[config.mk]
export PLATFORM = sky130hd
export DESIGN_NAME = timed_event_scheduler_top
export DESIGN_NICKNAME = d
export VERILOG_FILES = /design/src/hdl/tes_pkg.sv /design/src/hdl/timed_event_scheduler_top.sv /design/src/hdl/tes_cell.sv /design/src/hdl/tes_chain.sv
export SDC_FILE = /design/constraint.sdc
export NUM_CORES = 2
export LEC_CHECK = 0
export BUFFER_PORTS_ARGS = -buffer_cell sky130_fd_sc_hd__buf_4
export CAP_MARGIN = 20
export CORE_ASPECT_RATIO = 1.4
export CORE_MARGIN = 3
export CORE_UTILIZATION = 50
export CTS_BUF_LIST = sky130_fd_sc_hd__clkbuf_16
export CTS_CLUSTER_DIAMETER = 200
export CTS_CLUSTER_SIZE = 25
export DETAILED_ROUTE_END_ITERATION = 12
export PLACE_DENSITY = 0.66
export SLEW_MARGIN = 10
export SYNTH_ARGS = -nofsm -noshare
export SYNTH_HDL_FRONTEND = slang
export SYNTH_SLANG_ARGS = --single-unit
export TNS_END_PERCENT = 50
[constraint.sdc]
create_clock -name clk -period 15.5 [get_ports clk]
set_input_delay 4.65 -clock clk [delete_from_list [all_inputs] [get_ports clk]]
set_output_delay 4.65 -clock clk [all_outputs]
set_load 0.05 [all_outputs]
[src/hdl/tes_pkg.sv]
`default_nettype none
// ----------------------------------------------------------------------------
// Timed event scheduler package
// Shared widths, opcodes, result kinds, the controller states and the chain operation type.
// ----------------------------------------------------------------------------
package tes_pkg;

  localparam int EVENT_SLOTS = 16;
  localparam int TIME_BITS   = 48;
  localparam int MAX_FIRES   = 16;
  localparam int RESULT_CAP  = 16;
  localparam int ID_BITS     = 4;
  localparam int IVL_BITS    = 32;
  localparam int OUT_TIME_BITS = 48;

  localparam logic [1:0] OP_ADD    = 2'd0;
  localparam logic [1:0] OP_REMOVE = 2'd1;
  localparam logic [1:0] OP_TICK   = 2'd2;

  localparam logic [1:0] KIND_ADD    = 2'd0;
  localparam logic [1:0] KIND_REMOVE = 2'd1;
  localparam logic [1:0] KIND_FIRE   = 2'd2;

  typedef enum logic [2:0] {
    ST_IDLE,
    ST_INSERT,
    ST_REMOVE,
    ST_FIRE,
    ST_REPLY
  } state_t;

  // Operation broadcast to every cell of the chain.
  typedef enum logic [1:0] {
    CH_HOLD,
    CH_INSERT,
    CH_DELETE
  } chain_op_t;

endpackage
`default_nettype wire

[src/hdl/timed_event_scheduler_top.sv]
`default_nettype none
// ----------------------------------------------------------------------------
// Timed event scheduler
// Sorted chain of timed events with id recycling and a firing sweep.
// ----------------------------------------------------------------------------
// Channel  Dir  tdata (low bit up)                          tuser  tlast
// s_axis   in   due_time[47:0] repeat_interval[79:48]       opcode none
//               event_id[83:80]
// m_axis   out  assigned_id[3:0] fired_time[51:4] ok[52]    kind   last
//
// Add and remove are accepted, then act on the chain; the reply beat is
// registered at the end of the chain step and the next input waits for it
// to leave. A tick is accepted, then sweeps the due events off the head, with
// a re-entry step for each repeating one, and closes once no event is due or
// the budget is spent. Each fired beat is held while the sweep looks at the
// new head so that its last flag is known. Reset clears the chain valid bits,
// time and id counters at once. A stalled output holds the sweep in place.
// ----------------------------------------------------------------------------
module timed_event_scheduler_top #(
  parameter int TIME_BITS   = tes_pkg::TIME_BITS,
  parameter int MAX_FIRES   = tes_pkg::MAX_FIRES
) (
  input  wire         clk,
  input  wire         rst,
  input  wire         s_axis_tvalid,
  output logic        s_axis_tready,
  // due_time[47:0], repeat_interval[79:48], event_id[83:80], zero pad
  input  wire [87:0]  s_axis_tdata,
  // opcode[1:0]
  input  wire [1:0]   s_axis_tuser,
  output logic        m_axis_tvalid,
  input  wire         m_axis_tready,
  // assigned_id[3:0], fired_time[51:4], ok[52], zero pad
  output logic [55:0] m_axis_tdata,
  // kind[1:0]
  output logic [1:0]  m_axis_tuser,
  output logic        m_axis_tlast
);

  localparam int EVENT_SLOTS = tes_pkg::EVENT_SLOTS;
  localparam int SLOT_BITS   = $clog2(EVENT_SLOTS);
  localparam int FIRE_CAP = (MAX_FIRES < tes_pkg::RESULT_CAP) ? MAX_FIRES
                                                              : tes_pkg::RESULT_CAP;
  localparam int FC_BITS  = $clog2(FIRE_CAP + 1);
  localparam int SP_BITS  = $clog2(EVENT_SLOTS + 1);
  localparam int SUM_BITS = ((TIME_BITS > tes_pkg::IVL_BITS) ? TIME_BITS
                                                             : tes_pkg::IVL_BITS) + 1;
  localparam logic [TIME_BITS-1:0] TMAX = '1;

  tes_pkg::state_t state, state_next;
  tes_pkg::chain_op_t cop;

  logic [TIME_BITS-1:0] cur_time, in_due, ins_due;
  logic [tes_pkg::IVL_BITS-1:0] in_ivl, ins_ivl;
  logic [tes_pkg::ID_BITS-1:0]  in_id, ins_id, del_id;
  logic [FC_BITS-1:0] fires;
  logic [SP_BITS-1:0] free_cnt, fresh;
  logic [tes_pkg::ID_BITS-1:0] free_stack [EVENT_SLOTS];
  logic full, found, hv;
  logic [TIME_BITS-1:0] hd;
  logic [tes_pkg::IVL_BITS-1:0] hi;
  logic [tes_pkg::ID_BITS-1:0] hid;
  logic fire_now, reinsert, out_free, sweep_go;
  logic [SUM_BITS-1:0] sum;
  logic sat;
  logic pend;
  logic [tes_pkg::OUT_TIME_BITS-1:0] pend_time;
  logic out_load, out_ok, out_last;
  logic [1:0] out_kind;
  logic [tes_pkg::ID_BITS-1:0] out_id;
  logic [tes_pkg::OUT_TIME_BITS-1:0] out_time;

  tes_chain #(.EVENT_SLOTS(EVENT_SLOTS), .TIME_BITS(TIME_BITS)) u_chain (
    .clk(clk), .rst(rst), .op(cop),
    .new_due(ins_due), .new_ivl(ins_ivl), .new_id(ins_id), .del_id(del_id),
    .full(full), .found(found), .head_valid(hv), .head_due(hd),
    .head_ivl(hi), .head_id(hid)
  );

  assign out_free      = !m_axis_tvalid || m_axis_tready;
  assign s_axis_tready = (state == tes_pkg::ST_IDLE) && !m_axis_tvalid;
  // Head is due and the firing budget is not spent.
  assign fire_now = hv && (hd <= cur_time) && (fires < FC_BITS'(FIRE_CAP));
  // The sweep moves when no fired beat is held or the held one can leave.
  assign sweep_go = !pend || out_free;
  // Re-entry time saturates at the largest time value.
  assign sum      = SUM_BITS'(hd) + SUM_BITS'(hi);
  assign sat      = sum > SUM_BITS'(TMAX);
  // The sweep always deletes the head; remove looks up the requested id.
  assign del_id   = (state == tes_pkg::ST_FIRE) ? hid : in_id;

  // Next state.
  always_comb begin
    state_next = state;
    case (state)
      tes_pkg::ST_IDLE: begin
        if (s_axis_tvalid && s_axis_tready) begin
          case (s_axis_tuser)
            tes_pkg::OP_ADD:    state_next = tes_pkg::ST_INSERT;
            tes_pkg::OP_REMOVE: state_next = tes_pkg::ST_REMOVE;
            tes_pkg::OP_TICK:   state_next = tes_pkg::ST_FIRE;
            default:            state_next = tes_pkg::ST_IDLE;
          endcase
        end
      end
      tes_pkg::ST_INSERT, tes_pkg::ST_REMOVE: state_next = tes_pkg::ST_IDLE;
      tes_pkg::ST_FIRE: begin
        if (sweep_go) begin
          if (!fire_now) state_next = tes_pkg::ST_IDLE;
          else if (hi != '0) state_next = tes_pkg::ST_REPLY;
        end
      end
      tes_pkg::ST_REPLY: state_next = tes_pkg::ST_FIRE;
      default: state_next = tes_pkg::ST_IDLE;
    endcase
  end

  // Chain command and insert payload.
  assign reinsert = (state == tes_pkg::ST_REPLY);
  always_comb begin
    cop     = tes_pkg::CH_HOLD;
    ins_due = in_due;
    ins_ivl = in_ivl;
    ins_id  = (free_cnt != '0) ? free_stack[free_cnt[SLOT_BITS-1:0] - 1'b1]
                               : fresh[tes_pkg::ID_BITS-1:0];
    if (reinsert) begin
      ins_due = in_due;
      ins_ivl = in_ivl;
      ins_id  = in_id;
    end
    case (state)
      tes_pkg::ST_INSERT: if (!full) cop = tes_pkg::CH_INSERT;
      tes_pkg::ST_REMOVE: cop = tes_pkg::CH_DELETE;
      tes_pkg::ST_FIRE:   if (sweep_go && fire_now) cop = tes_pkg::CH_DELETE;
      tes_pkg::ST_REPLY:  cop = tes_pkg::CH_INSERT;
      default: ;
    endcase
  end

  // Output beat contents. A held fired beat is last when no firing follows.
  always_comb begin
    out_load = 1'b0;
    out_kind = tes_pkg::KIND_ADD;
    out_id   = '0;
    out_time = '0;
    out_ok   = 1'b0;
    out_last = 1'b1;
    case (state)
      tes_pkg::ST_INSERT: begin
        out_load = 1'b1;
        out_kind = tes_pkg::KIND_ADD;
        if (!full) begin
          out_id = ins_id;
          out_ok = 1'b1;
        end
      end
      tes_pkg::ST_REMOVE: begin
        out_load = 1'b1;
        out_kind = tes_pkg::KIND_REMOVE;
        out_id   = in_id;
        out_ok   = found;
      end
      tes_pkg::ST_FIRE: begin
        if (pend && out_free) begin
          out_load = 1'b1;
          out_kind = tes_pkg::KIND_FIRE;
          out_id   = in_id;
          out_time = pend_time;
          out_ok   = 1'b1;
          out_last = !fire_now;
        end
      end
      default: ;
    endcase
  end

  // Output register.
  always_ff @(posedge clk) begin
    if (rst) begin
      m_axis_tvalid <= 1'b0;
    end else if (out_load) begin
      m_axis_tvalid <= 1'b1;
    end else if (m_axis_tready) begin
      m_axis_tvalid <= 1'b0;
    end
  end

  always_ff @(posedge clk) begin
    if (out_load) begin
      m_axis_tuser <= out_kind;
      m_axis_tlast <= out_last;
      m_axis_tdata <= {3'b000, out_ok, out_time, out_id};
    end
  end

  // Control registers, id bookkeeping and the held fired beat.
  always_ff @(posedge clk) begin
    if (rst) begin
      state <= tes_pkg::ST_IDLE;
      cur_time <= '0;
      free_cnt <= '0;
      fresh <= '0;
      fires <= '0;
      pend <= 1'b0;
    end else begin
      state <= state_next;
      case (state)
        tes_pkg::ST_IDLE: begin
          if (s_axis_tvalid && s_axis_tready) begin
            in_due <= TIME_BITS'(s_axis_tdata[47:0]);
            in_ivl <= s_axis_tdata[79:48];
            in_id  <= s_axis_tdata[83:80];
            fires  <= '0;
            if (s_axis_tuser == tes_pkg::OP_TICK && cur_time != TMAX)
              cur_time <= cur_time + 1'b1;
          end
        end
        tes_pkg::ST_INSERT: begin
          if (!full) begin
            if (free_cnt != '0) free_cnt <= free_cnt - 1'b1;
            else fresh <= fresh + 1'b1;
          end
        end
        tes_pkg::ST_REMOVE: begin
          if (found) begin
            free_stack[free_cnt[SLOT_BITS-1:0]] <= in_id;
            free_cnt <= free_cnt + 1'b1;
          end
        end
        tes_pkg::ST_FIRE: begin
          if (sweep_go) begin
            if (fire_now) begin
              pend      <= 1'b1;
              pend_time <= tes_pkg::OUT_TIME_BITS'(hd);
              fires     <= fires + 1'b1;
              // Keep the head for its beat and a possible re-entry.
              in_id  <= hid;
              in_ivl <= hi;
              in_due <= sat ? TMAX : sum[TIME_BITS-1:0];
              if (hi == '0) begin
                free_stack[free_cnt[SLOT_BITS-1:0]] <= hid;
                free_cnt <= free_cnt + 1'b1;
              end
            end else begin
              pend <= 1'b0;
            end
          end
        end
        default: ;
      endcase
    end
  end

`ifndef SYNTHESIS
  // The free stack never exceeds the table size.
  a_free: assert property (@(posedge clk) disable iff (rst)
    free_cnt <= SP_BITS'(EVENT_SLOTS)) else $error("free stack overflow");
  // Input is refused while a beat waits.
  a_rdy: assert property (@(posedge clk) disable iff (rst)
    m_axis_tvalid |-> !s_axis_tready) else $error("ready while busy");
  // Firings stay within the budget.
  a_cap: assert property (@(posedge clk) disable iff (rst)
    fires <= FC_BITS'(FIRE_CAP)) else $error("fire budget exceeded");
`endif

endmodule
`default_nettype wire

[src/hdl/tes_cell.sv]
`default_nettype none
// ----------------------------------------------------------------------------
// Timed event scheduler chain cell
// Holds one event and shifts toward or away from its neighbors on insert
// and delete, keeping the chain sorted by due time.
// ----------------------------------------------------------------------------
module tes_cell #(
  parameter int TIME_BITS = tes_pkg::TIME_BITS
) (
  input  wire                             clk,
  input  wire                             rst,
  input  tes_pkg::chain_op_t              op,
  input  wire [TIME_BITS-1:0]             new_due,
  input  wire [tes_pkg::IVL_BITS-1:0]     new_ivl,
  input  wire [tes_pkg::ID_BITS-1:0]      new_id,
  input  wire                             del_hit_in,
  input  wire [tes_pkg::ID_BITS-1:0]      del_id,
  // neighbor below (lower slot, earlier)
  input  wire                             prev_valid,
  input  wire                             prev_after,
  input  wire [TIME_BITS-1:0]             prev_due,
  input  wire [tes_pkg::IVL_BITS-1:0]     prev_ivl,
  input  wire [tes_pkg::ID_BITS-1:0]      prev_id,
  // neighbor above (higher slot)
  input  wire                             nxt_valid,
  input  wire [TIME_BITS-1:0]             nxt_due,
  input  wire [tes_pkg::IVL_BITS-1:0]     nxt_ivl,
  input  wire [tes_pkg::ID_BITS-1:0]      nxt_id,
  output logic                            valid,
  output logic                            after,
  output logic                            del_hit_out,
  output logic [TIME_BITS-1:0]            due,
  output logic [tes_pkg::IVL_BITS-1:0]    ivl,
  output logic [tes_pkg::ID_BITS-1:0]     id
);

  logic match;

  // This cell lies after the insert point when it holds a later due time.
  assign after       = valid && (due > new_due);
  // A delete hit at or below this cell pulls the upper entries down.
  assign match       = valid && (id == del_id);
  assign del_hit_out = del_hit_in || match;

  always_ff @(posedge clk) begin
    if (rst) begin
      valid <= 1'b0;
    end else begin
      case (op)
        // The chain grows by one: the first empty cell above a valid one fills.
        tes_pkg::CH_INSERT: begin
          valid <= valid || prev_valid;
        end
        tes_pkg::CH_DELETE: begin
          if (del_hit_out) valid <= nxt_valid;
        end
        default: ;
      endcase
    end
  end

  // Payload moves with the shift.
  always_ff @(posedge clk) begin
    case (op)
      tes_pkg::CH_INSERT: begin
        if (prev_after) begin
          due <= prev_due;
          ivl <= prev_ivl;
          id  <= prev_id;
        end else if (after || !valid) begin
          due <= new_due;
          ivl <= new_ivl;
          id  <= new_id;
        end
      end
      tes_pkg::CH_DELETE: begin
        if (del_hit_out) begin
          due <= nxt_due;
          ivl <= nxt_ivl;
          id  <= nxt_id;
        end
      end
      default: ;
    endcase
  end

endmodule
`default_nettype wire

[src/hdl/tes_chain.sv]
`default_nettype none
// ----------------------------------------------------------------------------
// Timed event scheduler chain
// A row of cells holding the events sorted by due time, slot 0 earliest.
// ----------------------------------------------------------------------------
module tes_chain #(
  parameter int EVENT_SLOTS = tes_pkg::EVENT_SLOTS,
  parameter int TIME_BITS   = tes_pkg::TIME_BITS
) (
  input  wire                          clk,
  input  wire                          rst,
  input  tes_pkg::chain_op_t           op,
  input  wire [TIME_BITS-1:0]          new_due,
  input  wire [tes_pkg::IVL_BITS-1:0]  new_ivl,
  input  wire [tes_pkg::ID_BITS-1:0]   new_id,
  input  wire [tes_pkg::ID_BITS-1:0]   del_id,
  output logic                         full,
  output logic                         found,
  output logic                         head_valid,
  output logic [TIME_BITS-1:0]         head_due,
  output logic [tes_pkg::IVL_BITS-1:0] head_ivl,
  output logic [tes_pkg::ID_BITS-1:0]  head_id
);

  logic [EVENT_SLOTS-1:0] v, aft, hit;
  logic [TIME_BITS-1:0]   d [EVENT_SLOTS];
  logic [tes_pkg::IVL_BITS-1:0] iv [EVENT_SLOTS];
  logic [tes_pkg::ID_BITS-1:0]  ids [EVENT_SLOTS];

  // Cells in a row; each looks only at its two neighbors.
  for (genvar g = 0; g < EVENT_SLOTS; g++) begin : g_cell
    logic pv, pa, hin, nv;
    logic [TIME_BITS-1:0] pd, nd;
    logic [tes_pkg::IVL_BITS-1:0] pi, ni;
    logic [tes_pkg::ID_BITS-1:0] pid, nid;
    if (g == 0) begin : g_lo
      assign pv = 1'b1; assign pa = 1'b0; assign hin = 1'b0;
      assign pd = '0; assign pi = '0; assign pid = '0;
    end else begin : g_mid
      assign pv = v[g-1]; assign pa = aft[g-1]; assign hin = hit[g-1];
      assign pd = d[g-1]; assign pi = iv[g-1]; assign pid = ids[g-1];
    end
    if (g == EVENT_SLOTS-1) begin : g_hi
      assign nv = 1'b0; assign nd = '0; assign ni = '0; assign nid = '0;
    end else begin : g_up
      assign nv = v[g+1]; assign nd = d[g+1]; assign ni = iv[g+1]; assign nid = ids[g+1];
    end
    tes_cell #(.TIME_BITS(TIME_BITS)) u_cell (
      .clk(clk), .rst(rst), .op(op),
      .new_due(new_due), .new_ivl(new_ivl), .new_id(new_id),
      .del_hit_in(hin), .del_id(del_id),
      .prev_valid(pv), .prev_after(pa), .prev_due(pd), .prev_ivl(pi), .prev_id(pid),
      .nxt_valid(nv), .nxt_due(nd), .nxt_ivl(ni), .nxt_id(nid),
      .valid(v[g]), .after(aft[g]), .del_hit_out(hit[g]),
      .due(d[g]), .ivl(iv[g]), .id(ids[g])
    );
  end

  assign full       = v[EVENT_SLOTS-1];
  assign found      = hit[EVENT_SLOTS-1];
  assign head_valid = v[0];
  assign head_due   = d[0];
  assign head_ivl   = iv[0];
  assign head_id    = ids[0];

`ifndef SYNTHESIS
  // Valid slots stay contiguous from slot 0.
  for (genvar k = 1; k < EVENT_SLOTS; k++) begin : g_chk
    a_contig: assert property (@(posedge clk) disable iff (rst) v[k] |-> v[k-1])
      else $error("chain gap at slot %0d", k);
  end
  // The head is never due later than slot 1.
  a_sorted: assert property (@(posedge clk) disable iff (rst)
    v[1] |-> (d[0] <= d[1])) else $error("chain out of order");
  // A delete without a hit leaves the row alone.
  a_delnop: assert property (@(posedge clk) disable iff (rst)
    (op == tes_pkg::CH_DELETE && !found) |=> $stable(v))
    else $error("delete miss changed chain");
`endif

endmodule
`default_nettype wire

; Yosys cells after proc, flatten, opt, wreduce, memory -nomap -nowiden
; Memory sizes are Yosys's and may differ from the RTL's.
; Cells that the tools add are included.
[op_classes]
n_addsub = 7
multipliers = 0
div_mod_pow = 0
order_cmp = 19
n_eq_ne = 65
shift = 0
mux = 280
bitwise = 4
n_reduce_logical = 157
[ops]
columns = cell, n
row1 = 48-bit 2-to-1 mux, 51
row2 = 48-bit case mux with 2 select lines, 17
row3 = 32-bit 2-to-1 mux, 50
row4 = 32-bit case mux with 2 select lines, 17
row5 = 48-bit > comparator, 16
row6 = 4-bit 2-to-1 mux, 56
row7 = 4-bit case mux with 2 select lines, 17
row8 = 4-bit == test, 16
row9 = 3-bit AND reduction, 19
row10 = 48-bit by 32-bit adder with 49-bit output, 1
row11 = 49-bit by 48-bit > comparator with 1-bit output (second input constant), 1
row12 = 48-bit by 1-bit adder with 48-bit output (second input constant), 1
row13 = 48-bit less-or-equal comparator, 1
row14 = 1-bit logical OR, 48
row15 = 48-bit inequality test (second input constant), 1
row16 = 5-bit 2-to-1 mux, 9
row17 = 3-bit inequality test (second input constant), 15
row18 = 2-bit inequality test (second input constant), 22
row19 = 1-bit logical AND, 39
row20 = 2-bit AND reduction, 18
row21 = 1-bit case mux with 2 select lines, 17
row22 = 32-bit logical NOT, 1
row23 = 1-bit 2-to-1 mux, 32
row24 = 32-bit nonzero test, 1
row25 = 33 further kinds, 66
[totals]
ff_bits = 1616
latch_bits = 0
ram_bits = 64
romBits = 0
in_bits = 94
out_inout_bits = 61
elab_cells = 612
mem_count = 1
[mem_list]
columns = memory, depth, width, rd, rd_ports_with_merged_regs, write_ports, line
row1 = free_stack, 16, 4, 1, 0, 1, timed_event_scheduler_top.sv:58  ; logic [tes_pkg::ID_BITS-1:0] free_stack [EVENT_SLOTS];

; Depth between registers and ports, before layout
[logic_depth]
ltp_word = 24
depth_mapped = 20
mapped_depth_nobuf = 16

; By module
; From an unflattened synthesis, not the netlist that was laid out.
[hier_totals]
cells_unflattened = 10494
area_unflattened_um2 = 105997.9
[by_module_without_submodules]
columns = module, instances, cells_each, area_per_inst_um2, seq_area_each_um2
row1 = tes_cell, 16, 563, 5600.4, 2542.4
row2 = timed_event_scheduler_top, 1, 1484, 16384.5, 8908.5
row3 = tes_chain, 1, 2, 7.5, 0.0

; Worst setup path before layout
; Ideal clock, no wire load.
[synth_path]
path_kind = in2reg
from = input m_axis_tready
to = register u_chain.g_cell[8].u_cell.due[0], enable pin
setup_time_ns = 0.678
arrival_time_ns = 12.807
required_time_ns = 14.822
path_slack_ns = 2.015
cell_stages = 13
n_path_buf = 3
path_cell_list = nor2b_1 nand2_1 and3_1 clkbuf_1 nor2_1 inv_1 ha_1 clkbuf_1 clkbuf_1 and2_1 nand3_1 nor3_1 a311oi_1
[synth_between]
elab_chain_cells = 8
word_cells_on_any_way = 11
[synth_lines]
columns = element, line
row1 = "start, declared", timed_event_scheduler_top.sv:32  ; input wire m_axis_tready,
row2 = 1-bit logical OR (*), timed_event_scheduler_top.sv:80  ; assign out_free = !m_axis_tvalid || m_axis_tready;
row3 = 1-bit logical OR (*), timed_event_scheduler_top.sv:85  ; assign sweep_go = !pend || out_free;
row4 = 1-bit logical AND (*), timed_event_scheduler_top.sv:134  ; tes_pkg::ST_FIRE: if (sweep_go && fire_now) cop = tes_pkg::CH_DELETE;
row5 = 2-bit 2-to-1 mux (*), timed_event_scheduler_top.sv:134
row6 = 2-bit case mux with 4 select lines (*), timed_event_scheduler_top.sv:131  ; case (state)
row7 = 2-bit by 1-bit == test with 1-bit output / 2-bit == test (equally long branches), tes_cell.sv:64  ; case (op)
row8 = 3-bit inequality test (no line) (tied with other cells), n/a
row9 = 3-bit AND reduction (no line) (*), n/a
row10 = "end signal, assigned", tes_cell.sv:67  ; due <= prev_due;
row11 = "end signal, assigned", tes_cell.sv:71  ; due <= new_due;
row12 = "end signal, assigned", tes_cell.sv:78  ; due <= nxt_due;
row13 = "end, declared", tes_cell.sv:32  ; output logic [TIME_BITS-1:0] due,
; Every way passes the cells marked *; elsewhere a longest branch is shown, timed or not.
; A chain may end at the register's enable or synchronous reset.

; Worst setup path in the final report
[layout_path]
from = input m_axis_tready
to = register u_chain.g_cell[2].u_cell.due[16] (data pin)
[layout_between]
elab_chain_cells = 7
word_cells_on_any_way = 8
[layout_lines]
columns = element, line
row1 = 1-bit logical OR (*), timed_event_scheduler_top.sv:80
row2 = 1-bit logical OR (*), timed_event_scheduler_top.sv:85
row3 = 1-bit logical AND (*), timed_event_scheduler_top.sv:134
row4 = 2-bit 2-to-1 mux (*), timed_event_scheduler_top.sv:134
row5 = 2-bit case mux with 4 select lines (*), timed_event_scheduler_top.sv:131
row6 = 2-bit == test / 2-bit by 1-bit == test with 1-bit output (equally long branches), tes_cell.sv:64
row7 = 48-bit case mux with 2 select lines (*), tes_cell.sv:64
row8 = "end signal, assigned", tes_cell.sv:67
row9 = "end signal, assigned", tes_cell.sv:71
row10 = "end signal, assigned", tes_cell.sv:78
row11 = "end, declared", tes_cell.sv:32
; Marks and branches as above.

==> flow_summary_export.csv <==
group,metric,value,unit
cells_and_area,ff_latch_area,0.0496,mm2
routing,first_pass_iters,6,
clocking,cts_hold_buf,0,
cells_and_area,final_net_count,9859,
routing,wl,362000,um
clocking,cts_repair_resize_count,0,
routing,dr_total_vias,79939,
clocking,cts_tree,"yes",
cells_and_area,final_cell_area,0.108,mm2
placement,port-buffer-count,147,
sta,slew_viols_final,0,
sta,hold_ws,507,ps
clocking,cts_sinks,1679,
sta,setup-tns-final,0,ps
yosys,synth-seq-area-share,48.5,%
routing,number_of_drc_markers_in_iteration_0,8953,
yosys,synth-seq-cells,1679,
floorplan,floorplan.die_area,0.210,mm2
floorplan,core.rowCount,195,
cells_and_area,post_route_cells_drive_above_1_share,6.53,%
placement,finalWeightedCongestion,1.05,
power,p_leak,38.3,nW
sta,maxSlewHeadroom,8.06,%
clocking,htree_num_levels,3,
clocking,tritoncts.num_buffers,77,
global_routing,grt.overflow.total,0,
yosys,synth.top_cell.area_share,46.9,%
floorplan,pin_count,155,
power,max-vdd-ir-drop,264,uV
placement,post_dp_cell_area,0.106,mm2
clocking,clk_pin_slew_worst_paths,120,ps
global_routing,antenna_found_initial,20,
clocking,clockRootBuffer,"clkbuf_16",
cells_and_area,synthToLayoutAreaGrowth,5.94,%
routing,wl_per_cell,31.2,um
placement,dpl.cell_count,11478,
clocking,worst_skew_pair.late_latency,790,ps
yosys,mappedNetlistArea,0.102,mm2
setup_path,timing.critical_path.to_type,"register",
yosys,syn-instance-count,9146,
cells_and_area,commonest_non_fill_non_tap_cells_in_the_layout,"1596 x edfxtp_1, 863 x ha_1, 814 x nand2_1",
setup_path,timing.critical_path.fanout_max,199,
cells_and_area,layout.filler_cells,17710,
clocking,clock_path_buffers,3,
yosys,number_of_enable_flip_flop_cells_after_synthesis,1596,
sta,fmaxAchievable,0.112,GHz
setup_path,worst_ep_required_time,16030,ps
sta,final.min_clock_period,8920,ps
setup_path,critical_path_class,"input port to register",
setup_path,start_kind,"input port",
placement,place_ws,5900,ps
routing,drc,0,
floorplan,floorplan.initialDensity,50.5,%
cells_and_area,final-instance-count-excl-fill,11609,
cells_and_area,multi_input_area,0.0496,mm2
floorplan,die_width,388,um
sta,fin_crit_sh,57.5,%
clocking,cts_setup_buffers,0,
global_routing,grt_start_max_net_pins,215,
global_routing,wire_length_of_the_first_global_routing_pass,522000,um
sta,setup_clock_skew_after_layout,47.5,ps
floorplan,design.core.area,0.203,mm2
floorplan,chipHeight,541,um
hold_path,holdCritPathClass,"register to register",
global_routing,grt_use_total,33.4,%
yosys,postSynth.topFlopCell,"edfxtp_1",
routing,viasPerCell,6.89,
sta,timing.final.hold_violations,0,
yosys,synthDominantAreaCellType,"edfxtp_1",
sta,finalSetupViolCount,0,
power,powerDensity,240,mW/mm2
outcome,run_status,"complete, no violations",
cells_and_area,commonest_non_fill_non_tap_cell_in_the_layout,"edfxtp_1",
yosys,post_synth_num_cell_types,92,
routing,route.antenna.remaining_nets,0,
setup_path,critPathArrivalTime,9450,ps
placement,dpl.hpwl,255000,um
sta,finalWorstSetupSlack,6580,ps
yosys,ys_top_cells_by_area,"edfxtp_1 47%, ha_1 11%, mux2i_1 5.8%",
sta,grt_setup_unrepaired,"no",
job,maxCapViolCount,0,
sta,worst_pin_slew,1380,ps
yosys,synth.avg_cell_area,11.2,um2
yosys,yosysWarningCount,0,
yosys,async_flop_share,0,%
global_routing,first_global_vias,77248,
==> flip-flops by register name, summed over array words and instances, names as in the netlist, 16 cells and up <==
register / count
u_chain.g_cell.u_cell.id: 64
u_chain.g_cell.u_cell.ivl: 512
cur_time: 48
u_chain.g_cell.u_cell.valid: 16
pend_time: 48
free_stack: 64
in_ivl: 32
u_chain.g_cell.u_cell.due: 768
m_axis_tdata: 53
in_due: 48
==> routing by layer <==
layer / global-route usage (%) / part of all wire [%]
met5: 0 / 0.015
met4: 25.6 / 9.0
met3: 4.66 / 7.8
met2: 54.7 / 47
met1: 39.8 / 36
==> power by group <==
part           switching [W]  internal [W]  total (W)  leakage [nW]
Sequential           0.00202       0.00866     0.0107          15.5
Clock                0.00156      0.000930    0.00249          1.17
Combinational        0.00863       0.00422     0.0128          21.6
Total                 0.0122        0.0138     0.0260          38.3
==> per-stage QoR <==
stage	util, %	total power, W
2_1_floorplan	-	0.0183
3_3_place_gp	52.4	0.0228
3_5_place_dp	52.4	0.0233
4_1_cts	53.5	0.0258
5_1_grt	53.5	0.0273
6_report	53.5	0.0260
==> layout make-up <==
class	count	area share (%)
multi-input combinational	6592	45.7
clock inverter	35	0.268
sequential	1679	45.8
clock buffer	77	1.78
inverter	171	0.592
antenna	18	0.0416
timing repair buffer	378	2.74
tap	2659	3.07
==> cells by family (layout without fill, tap and decap cells) <==
| kind of cell | Yosys count | after routing | synth area share (%) |
|---|---|---|---|
| mux | 624 | 624 | 6.39 |
| compound gates | 2291 | 2291 | 15.9 |
| fa+ha+maj | 866 | 866 | 10.6 |
| other cells | 1 | 21 | 0.00367 |
| buf+inv | 877 | 661 | 3.44 |
| xor+xnor | 161 | 161 | 1.38 |
| simple gates | 2647 | 2647 | 13.8 |
| flops | 1679 | 1679 | 48.5 |
==> worst max-delay path: stages <==
cell and delay, ps:
buf_4 110, nor2b_1 110, nand2_1 110, and3_1 320, nor2_1 160, inv_1 110, ha_4 580, buf_12 650
buf_4 850, buf_4 760, nor2_1 410, a221o_1 390
==> worst paths after layout <==
kind                                                              endpoint  slack, ps  depth (start not counted)                  start
worst max-delay path            u_chain.g_cell[2].u_cell.due[16]$_DFFE_PP_       6580                         12          m_axis_tready
worst min-delay path                                 fires[1]$_SDFFE_PP0P_        510                          2  fires[1]$_SDFFE_PP0P_
worst max register to register  u_chain.g_cell[3].u_cell.due[13]$_DFFE_PP_       7860                         16   in_due[15]$_DFFE_PP_
worst min register to register                       fires[1]$_SDFFE_PP0P_        510                          2  fires[1]$_SDFFE_PP0P_
==> cell usage after synthesis (all sizes together) (73+ instances only) <==
library cell / instances
nor3b: 583
ha: 864
nand3: 242
a21oi: 302
inv: 170
a22oi: 73
nand2: 819
xnor2: 111
nor2: 407
a21o: 229
mux2i: 600
nor3: 81
nand4: 169
dfxtp: 83
o21ai: 760
a221o: 591
edfxtp: 1596
buf: 127
clkbuf: 579
Power figures use the tool's default switching activity.
